## src/hw/rtl/udp_receive_checker_unit_defines.svh

```systemverilog
// assertion macros for the udp receive checker
`ifndef UDP_RECEIVE_CHECKER_UNIT_DEFINES_SVH
`define UDP_RECEIVE_CHECKER_UNIT_DEFINES_SVH
`ifndef SYNTHESIS
`define URC_ASSERT_IMP(name, clk, rst_n, ante, cons) \
  name: assert property (@(posedge clk) disable iff (!rst_n) (ante) |-> (cons)) \
    else $error("urc assertion failed");
`define URC_ASSERT_NXT(name, clk, rst_n, ante, cons) \
  name: assert property (@(posedge clk) disable iff (!rst_n) (ante) |=> (cons)) \
    else $error("urc assertion failed");
`else
`define URC_ASSERT_IMP(name, clk, rst_n, ante, cons)
`define URC_ASSERT_NXT(name, clk, rst_n, ante, cons)
`endif
`endif

```

## src/hw/rtl/urc_pkg.sv

```systemverilog
package urc_pkg;

  localparam int MAX_BYTES  = 2048;
  localparam int PORT_SLOTS = 4;
  localparam int CNT_W      = $clog2(MAX_BYTES + 1);
  localparam int HDR_BYTES  = 8;
  localparam int SUM_W      = 20;
  localparam logic [15:0] UDP_PROTO = 16'h0011;

  typedef logic [CNT_W-1:0] cnt_t;
  typedef logic [2:0]       cfg_idx_t;
  typedef logic [1:0]       slot_idx_t;
  typedef logic [PORT_SLOTS-1:0][15:0] slot_ports_t;

  localparam cfg_idx_t CFG_LOCAL_IP    = 3'd0;
  localparam cfg_idx_t CFG_PORT_SLOT_0 = 3'd1;
  localparam cfg_idx_t CFG_SLOT_ENABLE = 3'd5;

  typedef enum logic [2:0] {
    VERDICT_DELIVER   = 3'd0,
    VERDICT_TOO_SHORT = 3'd1,
    VERDICT_BAD_LEN   = 3'd2,
    VERDICT_BAD_CSUM  = 3'd3,
    VERDICT_NO_PORT   = 3'd4
  } verdict_t;

  // finished segment handed to the verdict stage
  typedef struct packed {
    logic        too_long;
    cnt_t        len;
    logic [15:0] sport;
    logic [15:0] dport;
    logic [15:0] hdr_len;
    logic [15:0] hdr_csum;
    logic [15:0] word_sum;
    logic [7:0]  held;
    logic [16:0] sip_sum;
  } seg_rec_t;

  typedef struct packed {
    verdict_t    verdict;
    logic [15:0] sport;
    logic [15:0] dport;
    logic [15:0] payload_len;
    slot_idx_t   slot;
  } result_t;

endpackage

```

## src/hw/rtl/urc_verdict.sv

```systemverilog
module urc_verdict (
  input  urc_pkg::seg_rec_t    rec,
  input  logic [17:0]          lip_sum,
  input  urc_pkg::slot_ports_t port_slot,
  input  logic [urc_pkg::PORT_SLOTS-1:0] slot_enable,
  output urc_pkg::result_t     res
);

  logic [urc_pkg::SUM_W-1:0] wide_sum;
  logic [16:0]               fold1;
  logic [15:0]               fold2;
  logic [15:0]               odd_word;
  logic                      csum_ok;
  logic                      port_hit;
  urc_pkg::slot_idx_t        hit_slot;

  assign odd_word = rec.len[0] ? {rec.held, 8'h00} : 16'h0000;

  // pseudo-header and data words in one wide add, then end-around carry
  assign wide_sum = urc_pkg::SUM_W'(rec.word_sum) + urc_pkg::SUM_W'(odd_word)
                  + urc_pkg::SUM_W'(rec.sip_sum) + urc_pkg::SUM_W'(lip_sum)
                  + urc_pkg::SUM_W'(rec.len);
  assign fold1 = 17'(wide_sum[15:0]) + 17'(wide_sum[urc_pkg::SUM_W-1:16]);
  assign fold2 = fold1[15:0] + 16'(fold1[16]);
  assign csum_ok = (~fold2) == rec.hdr_csum;

  // lowest open slot wins
  always_comb begin
    port_hit = 1'b0;
    hit_slot = '0;
    for (int i = urc_pkg::PORT_SLOTS - 1; i >= 0; i--) begin
      if (slot_enable[i] && (port_slot[i] == rec.dport)) begin
        port_hit = 1'b1;
        hit_slot = urc_pkg::slot_idx_t'(i);
      end
    end
  end

  always_comb begin
    res.sport       = rec.sport;
    res.dport       = rec.dport;
    res.payload_len = 16'h0000;
    res.slot        = '0;
    if (rec.too_long) begin
      res.verdict = urc_pkg::VERDICT_BAD_LEN;
    end else if (rec.len < urc_pkg::cnt_t'(urc_pkg::HDR_BYTES)) begin
      res.verdict = urc_pkg::VERDICT_TOO_SHORT;
    end else begin
      res.payload_len = 16'(rec.len) - 16'(urc_pkg::HDR_BYTES);
      if (rec.hdr_len > 16'(rec.len)) begin
        res.verdict = urc_pkg::VERDICT_BAD_LEN;
      end else if (!csum_ok) begin
        res.verdict = urc_pkg::VERDICT_BAD_CSUM;
      end else if (port_hit) begin
        res.verdict = urc_pkg::VERDICT_DELIVER;
        res.slot    = hit_slot;
      end else begin
        res.verdict = urc_pkg::VERDICT_NO_PORT;
      end
    end
  end

endmodule

```

## src/hw/rtl/udp_receive_checker_unit.sv

```systemverilog
// udp receive checker
// in_*: one segment byte per request, header first; in_tlast marks the final
// byte, and the sender address in in_tdata is taken from that final byte.
// out_*: one verdict per segment, with the header ports, payload length and
// the matched port slot (zero unless delivered).
// cfg_*: register writes, index 0 local address, 1 to 4 port slots, 5 slot
// enables; write only while no segment is in flight.
// throughput: one byte per cycle except while a last byte waits as described below;
// segments may follow each other with no gap; the per-byte header capture
// and running sum use a 16-bit one's-complement add with end-around carry.
// the verdict passes the input, segment record and output registers in order.
// a waiting verdict does not hold up the bytes of the next segment; only its
// last byte waits while both the record stage and the output are full.
// reset clears the segment state, the port slots and slot enables and every valid
// flag, and the block is ready for bytes as soon as reset is released.
`include "udp_receive_checker_unit_defines.svh"

module udp_receive_checker_unit (
  input  logic        clk,
  input  logic        rst_n,
  input  logic        in_tvalid,
  output logic        in_tready,
  input  logic [39:0] in_tdata,   // data_byte[7:0], sender_ip[39:8]
  input  logic        in_tlast,
  output logic        out_tvalid,
  input  logic        out_tready,
  // verdict[2:0], source_port[18:3], dest_port[34:19], payload_length[50:35],
  // matched_slot[52:51], zero[55:53]
  output logic [55:0] out_tdata,
  input  logic        cfg_we,
  input  logic [2:0]  cfg_index,
  input  logic [31:0] cfg_wdata
);

  function automatic logic [15:0] oc_add(input logic [15:0] a, input logic [15:0] b);
    logic [16:0] s;
    s = {1'b0, a} + {1'b0, b};
    return s[15:0] + {15'd0, s[16]};
  endfunction

  // configuration
  logic [17:0]                    lip_sum_r;
  urc_pkg::slot_ports_t           port_slot_r;
  logic [urc_pkg::PORT_SLOTS-1:0] slot_enable_r;

  always_ff @(posedge clk) begin
    if (!rst_n) begin
      lip_sum_r     <= 18'(urc_pkg::UDP_PROTO);
      port_slot_r   <= '0;
      slot_enable_r <= '0;
    end else if (cfg_we) begin
      if (cfg_index == urc_pkg::CFG_LOCAL_IP) begin
        lip_sum_r <= 18'(cfg_wdata[31:16]) + 18'(cfg_wdata[15:0])
                   + 18'(urc_pkg::UDP_PROTO);
      end
      for (int i = 0; i < urc_pkg::PORT_SLOTS; i++) begin
        if (cfg_index == urc_pkg::cfg_idx_t'(int'(urc_pkg::CFG_PORT_SLOT_0) + i)) begin
          port_slot_r[i] <= cfg_wdata[15:0];
        end
      end
      if (cfg_index == urc_pkg::CFG_SLOT_ENABLE) begin
        slot_enable_r <= cfg_wdata[urc_pkg::PORT_SLOTS-1:0];
      end
    end
  end

  // handshake
  logic a_valid_r, a_last_r;
  logic [7:0]  a_byte_r;
  logic [16:0] a_sip_sum_r;
  logic c_valid_r, out_valid_r;
  urc_pkg::seg_rec_t c_rec_r;
  urc_pkg::result_t  out_res_r, res;
  logic out_load, c_free, b_go, seg_end, in_accept;

  assign out_load  = c_valid_r && (!out_valid_r || out_tready);
  assign c_free    = !c_valid_r || out_load;
  assign b_go      = a_valid_r && (!a_last_r || c_free);
  assign seg_end   = b_go && a_last_r;
  assign in_tready = !a_valid_r || b_go;
  assign in_accept = in_tvalid && in_tready;

  always_ff @(posedge clk) begin
    if (!rst_n) begin
      a_valid_r   <= 1'b0;
      c_valid_r   <= 1'b0;
      out_valid_r <= 1'b0;
    end else begin
      a_valid_r   <= in_accept ? 1'b1 : (b_go ? 1'b0 : a_valid_r);
      c_valid_r   <= seg_end ? 1'b1 : (out_load ? 1'b0 : c_valid_r);
      out_valid_r <= out_load ? 1'b1 : (out_tready ? 1'b0 : out_valid_r);
    end
  end

  always_ff @(posedge clk) begin
    if (in_accept) begin
      a_byte_r    <= in_tdata[7:0];
      a_last_r    <= in_tlast;
      a_sip_sum_r <= 17'(in_tdata[39:24]) + 17'(in_tdata[23:8]);
    end
  end

  // per-segment state
  urc_pkg::cnt_t byte_count_r, byte_count_upd, byte_count_nxt;
  logic [15:0] word_sum_r, word_sum_upd, word_sum_nxt;
  logic [7:0]  held_r, held_upd, held_nxt;
  logic [15:0] src_r, src_upd, src_nxt;
  logic [15:0] dst_r, dst_upd, dst_nxt;
  logic [15:0] hlen_r, hlen_upd, hlen_nxt;
  logic [15:0] csum_r, csum_upd, csum_nxt;
  logic        too_long_r, too_long_upd, too_long_nxt;
  urc_pkg::cnt_t pos;
  logic        ignore;

  assign pos    = byte_count_r;
  assign ignore = too_long_r || (pos >= urc_pkg::cnt_t'(urc_pkg::MAX_BYTES));

  always_comb begin
    byte_count_upd = byte_count_r;
    word_sum_upd   = word_sum_r;
    held_upd       = held_r;
    src_upd        = src_r;
    dst_upd        = dst_r;
    hlen_upd       = hlen_r;
    csum_upd       = csum_r;
    too_long_upd   = too_long_r;
    if (ignore) begin
      too_long_upd = 1'b1;
    end else begin
      case (pos)
        urc_pkg::cnt_t'(0): src_upd  = {a_byte_r, 8'h00};
        urc_pkg::cnt_t'(1): src_upd  = {src_r[15:8], a_byte_r};
        urc_pkg::cnt_t'(2): dst_upd  = {a_byte_r, 8'h00};
        urc_pkg::cnt_t'(3): dst_upd  = {dst_r[15:8], a_byte_r};
        urc_pkg::cnt_t'(4): hlen_upd = {a_byte_r, 8'h00};
        urc_pkg::cnt_t'(5): hlen_upd = {hlen_r[15:8], a_byte_r};
        urc_pkg::cnt_t'(6): csum_upd = {a_byte_r, 8'h00};
        urc_pkg::cnt_t'(7): csum_upd = {csum_r[15:8], a_byte_r};
        default: ;
      endcase
      // checksum field words count as zero
      if (!pos[0]) begin
        held_upd = (pos == urc_pkg::cnt_t'(6)) ? 8'h00 : a_byte_r;
      end else if (pos != urc_pkg::cnt_t'(7)) begin
        word_sum_upd = oc_add(word_sum_r, {held_r, a_byte_r});
      end
      byte_count_upd = pos + urc_pkg::cnt_t'(1);
    end
  end

  always_comb begin
    byte_count_nxt = byte_count_r;
    word_sum_nxt   = word_sum_r;
    held_nxt       = held_r;
    src_nxt        = src_r;
    dst_nxt        = dst_r;
    hlen_nxt       = hlen_r;
    csum_nxt       = csum_r;
    too_long_nxt   = too_long_r;
    if (seg_end) begin
      byte_count_nxt = '0;
      word_sum_nxt   = '0;
      held_nxt       = '0;
      src_nxt        = '0;
      dst_nxt        = '0;
      hlen_nxt       = '0;
      csum_nxt       = '0;
      too_long_nxt   = 1'b0;
    end else if (b_go) begin
      byte_count_nxt = byte_count_upd;
      word_sum_nxt   = word_sum_upd;
      held_nxt       = held_upd;
      src_nxt        = src_upd;
      dst_nxt        = dst_upd;
      hlen_nxt       = hlen_upd;
      csum_nxt       = csum_upd;
      too_long_nxt   = too_long_upd;
    end
  end

  always_ff @(posedge clk) begin
    if (!rst_n) begin
      byte_count_r <= '0;
      word_sum_r   <= '0;
      held_r       <= '0;
      src_r        <= '0;
      dst_r        <= '0;
      hlen_r       <= '0;
      csum_r       <= '0;
      too_long_r   <= 1'b0;
    end else begin
      byte_count_r <= byte_count_nxt;
      word_sum_r   <= word_sum_nxt;
      held_r       <= held_nxt;
      src_r        <= src_nxt;
      dst_r        <= dst_nxt;
      hlen_r       <= hlen_nxt;
      csum_r       <= csum_nxt;
      too_long_r   <= too_long_nxt;
    end
  end

  always_ff @(posedge clk) begin
    if (seg_end) begin
      c_rec_r.too_long <= too_long_upd;
      c_rec_r.len      <= byte_count_upd;
      c_rec_r.sport    <= src_upd;
      c_rec_r.dport    <= dst_upd;
      c_rec_r.hdr_len  <= hlen_upd;
      c_rec_r.hdr_csum <= csum_upd;
      c_rec_r.word_sum <= word_sum_upd;
      c_rec_r.held     <= held_upd;
      c_rec_r.sip_sum  <= a_sip_sum_r;
    end
  end

  urc_verdict u_verdict (
    .rec         (c_rec_r),
    .lip_sum     (lip_sum_r),
    .port_slot   (port_slot_r),
    .slot_enable (slot_enable_r),
    .res         (res)
  );

  always_ff @(posedge clk) begin
    if (out_load) begin
      out_res_r <= res;
    end
  end

  assign out_tvalid = out_valid_r;
  assign out_tdata  = {3'b000, out_res_r.slot, out_res_r.payload_len, out_res_r.dport,
                       out_res_r.sport, out_res_r.verdict};

  `URC_ASSERT_IMP(a_cnt_cap, clk, rst_n, 1'b1,
    byte_count_r <= urc_pkg::cnt_t'(urc_pkg::MAX_BYTES))
  `URC_ASSERT_IMP(a_too_long_cnt, clk, rst_n, too_long_r,
    byte_count_r == urc_pkg::cnt_t'(urc_pkg::MAX_BYTES))
  `URC_ASSERT_NXT(a_seg_rec, clk, rst_n, seg_end, c_valid_r && (byte_count_r == '0))
  `URC_ASSERT_IMP(a_slot_zero, clk, rst_n,
    out_valid_r && (out_res_r.verdict != urc_pkg::VERDICT_DELIVER), out_res_r.slot == '0)
  `URC_ASSERT_IMP(a_stall_src, clk, rst_n, !in_tready, a_valid_r && a_last_r && c_valid_r)

endmodule

```

## config.mk

```make
export PLATFORM = sky130hd
export DESIGN_NAME = udp_receive_checker_unit
export DESIGN_NICKNAME = d
export VERILOG_FILES = /design/src/hw/rtl/urc_pkg.sv /design/src/hw/rtl/urc_verdict.sv /design/src/hw/rtl/udp_receive_checker_unit.sv
export VERILOG_INCLUDE_DIRS = /design/src /design/src/hw/rtl
export SDC_FILE = /design/constraint.sdc
export NUM_CORES = 1
export LEC_CHECK = 0
export BUFFER_PORTS_ARGS = -buffer_cell sky130_fd_sc_hd__buf_2
export CAP_MARGIN = 25
export CORE_AREA = 8 8 241 197
export DETAILED_ROUTE_END_ITERATION = 7
export DIE_AREA = 0 0 249 205
export HOLD_SLACK_MARGIN = 0.15
export PLACE_DENSITY = 0.67
export SETUP_SLACK_MARGIN = 0.15
export SKIP_LAST_GASP = 1
export SYNTH_ARGS = -nofsm -noshare
export SYNTH_HDL_FRONTEND = slang
export SYNTH_HIERARCHICAL = 1
export SYNTH_SLANG_ARGS = --single-unit
```

## constraint.sdc

```tcl
create_clock -name clk -period 13.2 [get_ports clk]
set_input_delay 1.98 -clock clk [delete_from_list [all_inputs] [get_ports clk]]
set_output_delay 1.98 -clock clk [all_outputs]
set_load 0.02 [all_outputs]
```

# Word-level counts from Yosys, hierarchy flattened
# Cells that the tools add are included.
# totals
ff_bits	387
inputBits	81
output_inout_bits	58
word_cells	141
# op_classes
add_sub_neg	13
magnitude_cmp	3
eq_ne	18
n_mux	34
n_bitwise	4
reduce_logical	33
# op_table
cell	n
2-to-1 mux 16 bit	8
one-hot mux 16 bit (2 select lines)	4
equality test 16 bit	5
adder 16 x 16 -> 17 bit	4
equality test 12 x 3 -> 1 bit, second input constant	4
adder 16 x 1 -> 16 bit	2
equality test 12 x 2 -> 1 bit, second input constant	2
2-to-1 mux 8 bit	3
adder 20 x 12 -> 20 bit	1
adder 20 x 17 -> 20 bit	1
adder 20 x 18 -> 20 bit	1
adder 17 x 5 -> 18 bit, second input constant	1
adder 16 x 4 -> 17 bit	1
> comparator 16 x 12 -> 1 bit	1
NOT 16 bit	1
subtractor 12 x 4 -> 13 bit, second input constant	1
adder 12 x 1 -> 12 bit, second input constant	1
equality test 12 x 1 -> 1 bit, second input constant	1
>= comparator 12 bit, second input constant	1
zero test 12 bit	1
< comparator 12 x 4 -> 1 bit, second input constant	1
2-to-1 mux 1 bit	12
2-to-1 mux 12 bit	1
!= test 12 x 3 -> 1 bit, second input constant	1
16 further kinds	46

# Depth between registers and ports, before layout
# Gate-level depths: netlist (run 1).
# logic_depth
depth_word	12
depth_mapped	39
depth_no_buf	38

# Modules after synthesis
# The synthesis (run 1) kept the hierarchy.
# modules_own_cells
mod	instances	cells_per_inst	area_per_inst_um2	seq_area_each_um2
udp_receive_checker_unit	1	1555	16557.1	9719.3
urc_verdict	1	637	4941.0	0.0

# Least setup slack after synthesis (run 1)
# Ideal clock, no wire load.
# synth_path
path_type	flip-flop to flip-flop
start	reg c_rec_r[105] in the netlist's numbering
end	reg out_res_r, in the netlist out_tdata[2] (data pin)
setup_ns	0.182
arrival_ns	7.577
slack_ns	5.442
stages_incl_launch_ff	37
synth_period_minus_slack_ns	7.758
path_cell_list	edfxtp_1 and2_1 ha_1 fa_1 xor2_1 fa_1 ha_1 buf_6 and4_4 and2_1 a2111o_1 a21oi_1 nor2_1 nor2_1 o21bai_1 a21oi_1 xnor2_1 inv_1 fa_1 nor2b_1 o21ai_0 nand2b_1 clkbuf_1 nand2_1 nor2_1 nand2_1 nor3_1 ha_1 ha_1 inv_1 or3_1 nor3_1 o311a_1 nand3_1 a2111o_1 a211o_1 nor4b_1
# synth_via
elab_chain_cells	11
elab_cells_between_ends	13
# synth_lines
item	line_no	rtl
start, declared	udp_receive_checker_unit.sv:72	urc_pkg::seg_rec_t c_rec_r;
2-to-1 mux 16 bit	urc_verdict.sv:17	assign odd_word = rec.len[0] ? {rec.held, 8'h00} : 16'h0000;
adder 16 x 16 -> 17 bit	urc_verdict.sv:20	assign wide_sum = urc_pkg::SUM_W'(rec.word_sum) + urc_pkg::SUM_W'(odd_word)
adder 20 x 17 -> 20 bit	urc_verdict.sv:21	+ urc_pkg::SUM_W'(rec.sip_sum) + urc_pkg::SUM_W'(lip_sum)
adder 20 x 18 -> 20 bit	urc_verdict.sv:21	
adder 20 x 12 -> 20 bit	urc_verdict.sv:22	+ urc_pkg::SUM_W'(rec.len);
adder 16 x 4 -> 17 bit	urc_verdict.sv:23	assign fold1 = 17'(wide_sum[15:0]) + 17'(wide_sum[urc_pkg::SUM_W-1:16]);
adder 16 x 1 -> 16 bit	urc_verdict.sv:24	assign fold2 = fold1[15:0] + 16'(fold1[16]);
NOT 16 bit	urc_verdict.sv:25	assign csum_ok = (~fold2) == rec.hdr_csum;
equality test 16 bit	urc_verdict.sv:25	
NOT 1 bit (no source line)	n/a	
OR reduction 4 bit (no source line) (*)	n/a	
end signal, assigned	udp_receive_checker_unit.sv:227	out_res_r <= res;
end, declared	udp_receive_checker_unit.sv:73	urc_pkg::result_t out_res_r, res;
# Mark *: on every way between the ends. The rest lies on a longest branch, timed or not.
# A chain may end at the register's enable or synchronous reset.

# Worst setup path after layout (run 1)
# Ends and elaborated chain as after synthesis.

==> results by group, run 1 <==
Status
  • Outcome: complete, no violations

STA
  • Final setup violation count: 0
  • Slew HR: 0.322
  • Skew final: between 15 and 20 ps
  • Period Utilization, post-route: 0.674
  • Final-report max-slew violation count: 0
  • RSZ-0062 raised after global routing: no
  • Fmax: 0.112 GHz
  • Total Negative Setup Slacks: 0 ps
  • Time the final worst path needs with I/O delays and setup: between 8000 and 9000 ps
  • Endpoints failing hold: 0
  • Slew at the pin closest to its max-slew limit: just over 1000 ps

Synthesis
  • Count of distinct cell types in the synthesized netlist: approximately 100
  • Post-synth EDFFs: 197
  • Post-synthesis average cell area: between 9 and 10 µm²
  • Leading cell types by count after synthesis: 360 x sky130_fd_sc_hd__nand2_1, 213 x sky130_fd_sc_hd__a21oi_1, 197 x sky130_fd_sc_hd__edfxtp_1
  • Sequential area share after synthesis: 0.452
  • Number of warnings printed during yosys synthesis: 6
  • Synth Register Bits: a little under 400
  • Synth Instances: approximately 2.2k
  • Most frequent cell after synthesis: sky130_fd_sc_hd__nand2_1
  • Largest area contributor in the netlist: sky130_fd_sc_hd__edfxtp_1
  • Post-synthesis instance area: around 0.021 mm²
  • Proportion of register bits with asynchronous set or reset after synthesis: 0
  • Leading cell types by total area after synthesis: sky130_fd_sc_hd__edfxtp_1 28%, sky130_fd_sc_hd__dfxtp_1 18%, sky130_fd_sc_hd__ha_1 7.0%
  • Top-area cell type share of the netlist area: 0.275
  • Most used flip-flop cell after synthesis: sky130_fd_sc_hd__edfxtp_1

Route
  • Total via count in the routed design: approximately 16k
  • Average wire per standard cell: roughly 20 µm
  • Drt initial violations: roughly 1.2k
  • Via count normalized by instance count: 5.69
  • Final ANT Viol Nets: 0
  • DR DRC count: 0
  • Total Wirelength: about 57 mm
  • Pre-antenna DRT Iters: 5

Place
  • Routability-driven placement congestion ratio: 0.900
  • Cell Area, Placed: between 0.02 and 0.025 mm²
  • IO buf count: around 140
  • Sum of net half-perimeters after detailed placement: about 40 mm
  • Cell count after placement: approximately 2.8k

Worst setup path
  • Count of buffering cells on the critical path with inverters included: 3
  • Top Family by Delay on Critical Path: simple AND/OR/NAND/NOR gates
  • Arrival time of the worst setup path: between 9000 and 10000 ps
  • Number of cells traversed by the worst register-to-register path: 37
  • Crit Path Class: reg2reg
  • Register-to-Register Setup Slack: approximately 4300 ps
  • Required time of the critical path: 13540 ps
  • Worst stage delay on the critical path: between 500 and 600 ps
  • Startpoint kind of the worst setup timing path: register
  • Element type at the critical path end: register
  • Startpoint of the lowest-slack register-to-register path: c_rec_r[105]
  • CP max stage cell: sky130_fd_sc_hd__edfxtp_1
  • Worst R2R End: out_tdata[2]
  • Critical-path maximum fanout: 11

Clock tree
  • Clock H-tree levels: 2
  • Buffer count from post-CTS setup fixing: 0
  • Clock input transition at the sequential cells of the worst setup and hold paths: 60 ps
  • Quantity of hold-fixing buffers added after cts: 0
  • Number of buffers on the longest clock path: 3
  • Master cell of the clock root buffer: sky130_fd_sc_hd__clkbuf_16
  • Clock tree from TritonCTS: done
  • Count of cells resized by post-cts repair: 0
  • Num Clock Sinks: between 300 and 400
  • Number of buffers created by CTS: 39
  • Clock latency at the later pin of the worst-skew pair: around 550 ps

Die
  • Starting utilization of the core area: 0.493
  • Vertical extent of the die: just over 200 µm
  • Area of the placeable core: between 0.04 and 0.05 mm²
  • Die outline area: roughly 0.05 mm²
  • Number of ports placed on the die boundary: between 100 and 150
  • Horiz. Die Dim: ~250 µm
  • Site row count: 69

Flow run
  • Number of max-cap violations: 0

Hold path
  • Hold/Removal Path Class: reg2reg
  • Instance count along the most critical hold path: 0
  • Hold path endpoint: c_rec_r[6]
  • Launch point of the worst hold path: a_sip_sum_r[6]

Layout
  • Final #Nets: approximately 2.5k
  • Post-layout instance count excluding filler cells: approximately 2.9k
  • Area added between synthesis and finish: 9.82%
  • Diode insertion count for antenna repair: 0
  • Proportion of layout cells with a drive suffix above 1: 0.118
  • Post-route design area: approximately 0.024 mm²

Global route
  • Pin count of the biggest net entering global routing: 94
  • Number of antenna violations at the first check in global routing: 0
  • Residual overflow from global routing: 0
  • Vias in the first global route: about 15k
  • Global-route wire length before repair: approximately 88 mm
  • Global router's overall resource usage: 0.216

Power
  • Peak supply drop: about 0.12 mV
  • Pwr dens: 130 mW/mm²
  • Static Leak: about 8.8 nW
==> state kept, by name, indices dropped and copies added (netlist names), 8 cells and up <==
register and flops:
c_rec_r 118, port_slot_r 64, out_tdata 53, lip_sum_r 18, a_sip_sum_r 17, csum_r 16
dst_r 16, hlen_r 16, src_r 16, word_sum_r 16, byte_count_r 12, a_byte_r 8
held_r 8
==> how the worst max path moves through the flow <==
stage / startpoint / to / cells after the start
5_1_grt: c_rec_r[105] / out_tdata[0] / 37
2_1_floorplan: c_rec_r[105] / out_tdata[2] / 36
4_1_cts: c_rec_r[105] / out_tdata[2] / 37
6_report: c_rec_r[105] / out_tdata[2] / 37
3_3_place_gp: c_rec_r[105] / out_tdata[2] / 37
3_5_place_dp: c_rec_r[105] / out_tdata[2] / 37
==> layout make-up <==
cell class | count | area [µm²]
inverter | 99 | 374
clock inverter | 15 | 170
tap | 568 | 711
timing repair buffer | 147 | 798
fill | 3798 | 20000
multi-input combinational | 1582 | 10700
sequential | 387 | 9720
clock buffer | 57 | 1090
==> worst register-to-register path, delay by kind of cell (launching register included) <==
family / cells / cell delay [ps]
AND/OR/NAND/NOR: 15 / 3010
adder cells (fa/ha/maj): 8 / 2610
AO/OA/AOI/OAI: 9 / 1840
flip-flops: 1 / 560
XOR/XNOR: 2 / 370
buffers and inverters: 3 / 320
==> logic make-up after synthesis <==
| family | count (synthesis) | synth area share |
|---|---|---|
| buffers and inverters | 225 | 0.0491 |
| muxes | 19 | 0.00902 |
| other | 1 | 0.000174 |
| AOI/OAI and AO/OA | 493 | 0.153 |
| adders and majority gates | 154 | 0.102 |
| xor gates and xnor gates | 183 | 0.0755 |
| DFF | 387 | 0.452 |
| and+or+nand+nor | 730 | 0.160 |
==> layout by cell type (no fill, tap or decap), types with 50 or more instances in the layout <==
cell / count
sky130_fd_sc_hd__nand2_1: 358
sky130_fd_sc_hd__a21oi_1: 213
sky130_fd_sc_hd__edfxtp_1: 197
sky130_fd_sc_hd__dfxtp_1: 190
sky130_fd_sc_hd__buf_2: 135
sky130_fd_sc_hd__xnor2_1: 131
sky130_fd_sc_hd__ha_1: 120
sky130_fd_sc_hd__nor2_1: 113
sky130_fd_sc_hd__inv_1: 97
sky130_fd_sc_hd__a22o_1: 65
sky130_fd_sc_hd__o21ai_0: 64
sky130_fd_sc_hd__xor2_1: 50
==> stage by stage <==
stage,setup WS [ps],hold slack (ps),total power [mW],util
2_1_floorplan,5440,400,1.83,-
3_3_place_gp,4740,405,1.98,0.511
3_5_place_dp,4430,405,1.98,0.511
4_1_cts,4370,407,3.08,0.540
5_1_grt,3670,412,3.20,0.542
6_report,4300,412,3.07,0.542
==> layer usage <==
| metal | vias up | track usage | share of wire |
|---|---|---|---|
| met5 | - | 0 | 0 |
| met4 | 0 | 0.0534 | 0.022 |
| met3 | 98 | 0.0432 | 0.070 |
| met2 | 505 | 0.332 | 0.44 |
| met1 | 7797 | 0.310 | 0.47 |
| li1 | 7845 | - | - |
==> where the power goes <==
group	leakage, nW	switching (mW)	internal (mW)	total, mW
logic	4.81	0.400	0.241	0.642
clock network	0.600	0.476	0.622	1.10
registers	3.39	0.0254	1.30	1.33
total	8.80	0.902	2.17	3.07
Note: power is estimated with default switching activity, not from simulation.
==> run 2: changes to the inputs <==
clock period = 9.1 ns   (was 13.2 ns; I/O delays follow)
==> results by group, run 2 (synthesis gave the netlist of run 1 again) <==
Global route
  • Vias in the first global route: 15.6k (was 15.5k)
  • Global router's overall resource usage: 0.217 (was 0.216)
  • Number of antenna violations at the first check in global routing: 0 (unchanged)
  • Pin count of the biggest net entering global routing: 94 (unchanged)
  • Global-route wire length before repair: 88.8 mm (was 88.3 mm)
  • Residual overflow from global routing: 0 (unchanged)

Clock tree
  • Number of buffers created by CTS: 40 (was 39)
  • Number of buffers on the longest clock path: 3 (unchanged)
  • Clock tree from TritonCTS: done (unchanged)
  • Clock latency at the later pin of the worst-skew pair: 570 ps (was 550 ps)
  • Clock H-tree levels: 2 (unchanged)
  • Quantity of hold-fixing buffers added after cts: 0 (unchanged)
  • Clock input transition at the sequential cells of the worst setup and hold paths: 60 ps (about the same)
  • Master cell of the clock root buffer: sky130_fd_sc_hd__clkbuf_16 (unchanged)
  • Num Clock Sinks: 387 (unchanged)

Hold path
  • Hold/Removal Path Class: reg2reg (unchanged)

Die
  • Horiz. Die Dim: 249 µm (unchanged)
  • Die outline area: 0.0510 mm² (unchanged)
  • Starting utilization of the core area: 0.493 (unchanged)
  • Number of ports placed on the die boundary: 139 (unchanged)
  • Area of the placeable core: 0.0436 mm² (unchanged)
  • Site row count: 69 (unchanged)
  • Vertical extent of the die: 205 µm (unchanged)

Layout
  • Diode insertion count for antenna repair: 0 (unchanged)
  • Largest Register: c_rec_r (unchanged)
  • Number of flip-flops under the largest register name: 118 (unchanged)
  • Proportion of layout cells with a drive suffix above 1: 0.125 (was 0.118)
  • Final #Nets: 2496 (was 2491)
  • Most common cell after layout, fill and taps aside: sky130_fd_sc_hd__nand2_1 (unchanged)
  • Post-layout instance count excluding filler cells: 2860 (was 2855)
  • Area added between synthesis and finish: 10.2% (was 9.82%)
  • Leading cell types in the layout, fill and taps excluded: 357 x sky130_fd_sc_hd__nand2_1, 213 x sky130_fd_sc_hd__a21oi_1, 197 x sky130_fd_sc_hd__edfxtp_1 (was 358 x sky130_fd_sc_hd__nand2_1, 213 x sky130_fd_sc_hd__a21oi_1, 197 x sky130_fd_sc_hd__edfxtp_1)

Status
  • Outcome: complete, no violations (unchanged)

Route
  • Pre-antenna DRT Iters: 6 (was 5)
  • Via count normalized by instance count: 5.74 (was 5.69)
  • Total Wirelength: 57.1 mm (was 56.9 mm)
  • Average wire per standard cell: 20.0 µm (was 19.9 µm)
  • DR DRC count: 0 (unchanged)
  • Drt initial violations: 1375 (was 1242)
  • Total via count in the routed design: 16.4k (was 16.2k)
  • Final ANT Viol Nets: 0 (unchanged)

STA
  • Period Utilization, post-route: 0.923 (was 0.674)
  • Final-report max-slew violation count: 0 (unchanged)
  • Time the final worst path needs with I/O delays and setup: 8400 ps (was 8900 ps)
  • Skew final: 23.6 ps (was 15.5 ps)
  • Fmax: 0.119 GHz (was 0.112 GHz)
  • Endpoints failing hold: 0 (unchanged)
  • Slew HR: 0.298 (was 0.322)
  • Final setup violation count: 0 (unchanged)
  • Total Negative Setup Slacks: 0 ps (unchanged)
  • RSZ-0062 raised after global routing: no (unchanged)
  • Slew at the pin closest to its max-slew limit: 1050 ps (was 1010 ps)

Place
  • Routability-driven placement congestion ratio: 0.902 (was 0.900)
  • Cell count after placement: 2782 (was 2781)
  • Sum of net half-perimeters after detailed placement: 41.2 mm (was 41.0 mm)
  • IO buf count: 135 (unchanged)

Power
  • Static Leak: 8.86 nW (was 8.80 nW)
  • Pwr dens: 189 mW/mm² (was 130 mW/mm²)
  • Peak supply drop: 0.129 mV (was 0.121 mV)

Worst setup path
  • Required time of the critical path: 9470 ps (was 13540 ps)
  • CP max stage cell: sky130_fd_sc_hd__fa_1 (was sky130_fd_sc_hd__edfxtp_1)
  • Worst stage delay on the critical path: 510 ps (was 560 ps)
  • Arrival time of the worst setup path: 8760 ps (was 9240 ps)
  • Startpoint kind of the worst setup timing path: register (unchanged)
  • Crit Path Class: reg2reg (unchanged)
  • Element type at the critical path end: register (unchanged)
  • Critical-path maximum fanout: 6 (was 11)

Flow run
  • Number of max-cap violations: 0 (unchanged)
run 2: worst paths after layout:
kind	start	to	slack [ps]	cells past startpoint
worst min register to register	c_rec_r[104]	out_tdata[18]	410	0
worst max register to register	c_rec_r[106]	out_tdata[2]	700	34
worst max-delay path	c_rec_r[106]	out_tdata[2]	700	34
worst min-delay path	c_rec_r[104]	out_tdata[18]	410	0
run 2: metrics by stage:
stage,hold WS (ps),setup WS (ps),area [µm²],power (mW),utilization
2_1_floorplan,400,1340,21500,2.65,-
3_3_place_gp,404,831,22300,2.87,0.512
3_5_place_dp,405,472,22300,2.87,0.512
4_1_cts,419,414,23600,4.49,0.541
5_1_grt,429,104,23700,4.68,0.544
6_report,413,701,23700,4.48,0.544
run 2: routing by layer:
| metal | up-vias | GRT usage | part of all wire |
|---|---|---|---|
| met4 | 0 | 0.0470 | 0.017 |
| met1 | 7960 | 0.311 | 0.47 |
| met5 | - | 0 | 0 |
| met2 | 551 | 0.340 | 0.44 |
| li1 | 7836 | - | - |
| met3 | 73 | 0.0383 | 0.070 |
run 2: cell type report:
type | count | area (µm²)
tap | 568 | 711
multi-input combinational | 1582 | 10800
sequential | 387 | 9720
clock buffer | 58 | 1130
inverter | 99 | 374
fill | 3748 | 19900
timing repair buffer | 151 | 836
clock inverter | 15 | 164
run 2: what timing repair did:
action,in CTS,in global routing
gates resized for setup,0,6
buffers inserted,0,2
setup endpoints to repair,0,5
run 2: critical path: cells and delay by family (launching register included):
| kind | cells | cell delay [ps] |
|---|---|---|
| XOR/XNOR | 1 | 180 |
| AO/OA/AOI/OAI | 10 | 2560 |
| flip-flops | 1 | 360 |
| adder cells (fa/ha/maj) | 7 | 2510 |
| buffers and inverters | 4 | 340 |
| AND/OR/NAND/NOR | 12 | 2220 |
run 2: power by group:
part | leakage, nW | total [mW] | internal [mW] | switching (mW)
logic | 4.84 | 0.936 | 0.355 | 0.581
registers | 3.39 | 1.93 | 1.89 | 0.0368
clock network | 0.628 | 1.62 | 0.905 | 0.715
total | 8.86 | 4.48 | 3.15 | 1.33
==> run 3: changes to the inputs <==
BUFFER_PORTS_ARGS = not set   (was -buffer_cell sky130_fd_sc_hd__buf_2)
DONT_BUFFER_PORTS = 1   (was not set)
PLACE_DENSITY = not set   (was 0.67)
PLACE_DENSITY_LB_ADDON = 0.25   (was not set)
==> results by group, run 3 (synthesis gave the netlist of run 1 again) <==
Die
  • Site row count: 69 (unchanged)
  • Vertical extent of the die: 205 µm (unchanged)
  • Area of the placeable core: 0.0436 mm² (unchanged)
  • Number of ports placed on the die boundary: 139 (unchanged)
  • Horiz. Die Dim: 249 µm (unchanged)
  • Die outline area: 0.0510 mm² (unchanged)
  • Starting utilization of the core area: 0.493 (unchanged)

Layout
  • Area added between synthesis and finish: 7.13% (was 10.2%)
  • Count of filler cells inserted in the layout: 3860 (was 3748)
  • Proportion of layout cells with a drive suffix above 1: 0.0706 (was 0.125)
  • Final #Nets: 2356 (was 2496)
  • Largest Register: c_rec_r (unchanged)
  • Post-route core utilization: 0.528 (was 0.544)
  • Diode insertion count for antenna repair: 0 (unchanged)
  • Leading cell types in the layout, fill and taps excluded: 357 x sky130_fd_sc_hd__nand2_1, 213 x sky130_fd_sc_hd__a21oi_1, 197 x sky130_fd_sc_hd__edfxtp_1 (unchanged)
  • Most common cell after layout, fill and taps aside: sky130_fd_sc_hd__nand2_1 (unchanged)
  • Number of flip-flops under the largest register name: 118 (unchanged)

Worst setup path
  • CP max stage cell: sky130_fd_sc_hd__fa_1 (unchanged)
  • Register-to-Register Setup Slack: 640 ps (was 700 ps)
  • Worst stage delay on the critical path: 480 ps (was 510 ps)
  • Critical-path maximum fanout: 7 (was 6)
  • Count of buffering cells on the critical path with inverters included: 3 (was 4)
  • Arrival time of the worst setup path: 8800 ps (was 8760 ps)
  • Required time of the critical path: 9440 ps (was 9470 ps)
  • Element type at the critical path end: register (unchanged)
  • Crit Path Class: reg2reg (unchanged)
  • Startpoint kind of the worst setup timing path: register (unchanged)
  • Top Family by Delay on Critical Path: simple AND/OR/NAND/NOR gates (was compound AO/OA/AOI/OAI gates)

Power
  • Pwr dens: 197 mW/mm² (was 189 mW/mm²)
  • Sw Pwr: 1.33 mW (about the same)
  • Internal: 3.22 mW (was 3.15 mW)
  • Peak supply drop: 0.126 mV (was 0.129 mV)
  • Power share of the clock group: 0.375 (was 0.361)
  • Combinational share of power: 0.200 (was 0.209)
  • Seq pwr share: 0.425 (was 0.430)
  • Static Leak: 8.31 nW (was 8.86 nW)
  • Switch share: 0.293 (was 0.297)

Clock tree
  • Clock H-tree levels: 2 (unchanged)
  • Number of buffers created by CTS: 39 (was 40)
  • Clock tree from TritonCTS: done (unchanged)
  • Clock latency at the later pin of the worst-skew pair: 560 ps (was 570 ps)
  • Master cell of the clock root buffer: sky130_fd_sc_hd__clkbuf_16 (unchanged)
  • Num Clock Sinks: 387 (unchanged)
  • Number of buffers on the longest clock path: 3 (unchanged)
  • Quantity of hold-fixing buffers added after cts: 0 (unchanged)
  • Clock input transition at the sequential cells of the worst setup and hold paths: 60 ps (about the same)

Route
  • Via count normalized by instance count: 5.79 (was 5.74)
  • Drt initial violations: 1260 (was 1375)
  • Total Wirelength: 56.8 mm (was 57.1 mm)
  • Pre-antenna DRT Iters: 7 (was 6)
  • Final ANT Viol Nets: 0 (unchanged)
  • Total via count in the routed design: 15.8k (was 16.4k)
  • Average wire per standard cell: 20.9 µm (was 20.0 µm)
  • DR DRC count: 0 (unchanged)

Place
  • Sum of net half-perimeters after detailed placement: 41.4 mm (was 41.2 mm)
  • IO buf count: 0 (was 135)
  • Routability-driven placement congestion ratio: 0.912 (was 0.902)

STA
  • Period Utilization, post-route: 0.930 (was 0.923)
  • Slew at the pin closest to its max-slew limit: 1040 ps (was 1050 ps)
  • Fmax: 0.118 GHz (was 0.119 GHz)
  • Time the final worst path needs with I/O delays and setup: 8460 ps (was 8400 ps)
  • Slew HR: 0.306 (was 0.298)
  • Total Negative Setup Slacks: 0 ps (unchanged)
  • Endpoints failing hold: 0 (unchanged)
  • RSZ-0062 raised after global routing: no (unchanged)
  • Final-report max-slew violation count: 0 (unchanged)
  • Final setup violation count: 0 (unchanged)
  • Skew final: 23.9 ps (was 23.6 ps)

Flow run
  • Number of max-cap violations: 0 (unchanged)

Global route
  • Global-route wire length before repair: 88.1 mm (was 88.8 mm)
  • Global router's overall resource usage: 0.216 (was 0.217)
  • Pin count of the biggest net entering global routing: 93 (was 94)
  • Number of antenna violations at the first check in global routing: 0 (unchanged)
  • Residual overflow from global routing: 0 (unchanged)
  • Vias in the first global route: 15.1k (was 15.6k)

Hold path
  • Hold/Removal Path Class: reg2reg (unchanged)

Status
  • Outcome: complete, no violations (unchanged)
==> run 3: final cells by class <==
type | instances | area [µm²] | area share
repair buffers | 12 | 93.8 | 0.00407
flip-flops and latches | 387 | 9720 | 0.422
multi-input cells | 1582 | 10800 | 0.467
clock buffers | 44 | 1010 | 0.0441
clock inverters | 28 | 354 | 0.0154
well taps | 568 | 711 | 0.0309
inverters | 99 | 374 | 0.0162
==> run 3: final timing paths <==
check                               startpoint      endpoint  cells past startpoint
worst max register to register    c_rec_r[105]  out_tdata[2]                     38
worst min-delay path            a_sip_sum_r[0]    c_rec_r[0]                      0
worst max-delay path              c_rec_r[105]  out_tdata[2]                     38
worst min register to register  a_sip_sum_r[0]    c_rec_r[0]                      0
==> run 3: through the flow <==
stage	power (mW)	worst slack [ps]	hold slack (ps)	std cells	area (µm²)
2_1_floorplan	2.65	1340	400	2194	21500
3_3_place_gp	2.85	891	406	2646	21600
3_5_place_dp	2.85	477	405	2647	21600
4_1_cts	4.56	411	415	2719	23000
5_1_grt	4.74	158	428	2720	23000
6_report	4.55	637	416	2720	23000
==> run 3: what timing repair did <==
action / in CTS / in global routing
endpoints found under the setup margin: 0 / 5
buffers inserted: 0 / 1
resized for setup: 0 / 5
==> run 3: power by group through the flow <==
stage                     Sequential (mW)  Combinational, mW  Clock (mW)
final                                1.93              0.908        1.71
after global routing                 1.94              0.990        1.81
after CTS                            1.93              0.886        1.74
after detailed placement             1.97              0.879           0
after global placement               1.97              0.873           0
after floorplan                      1.96              0.693           0
==> run 3: routing by layer <==
layer  vias up  global-route usage  part of all wire
li1       7578                   -                 -
met1      7622               0.309              0.48
met2       475               0.338              0.44
met3        87              0.0382             0.062
met4         0              0.0512             0.021
met5         -                   0                 0
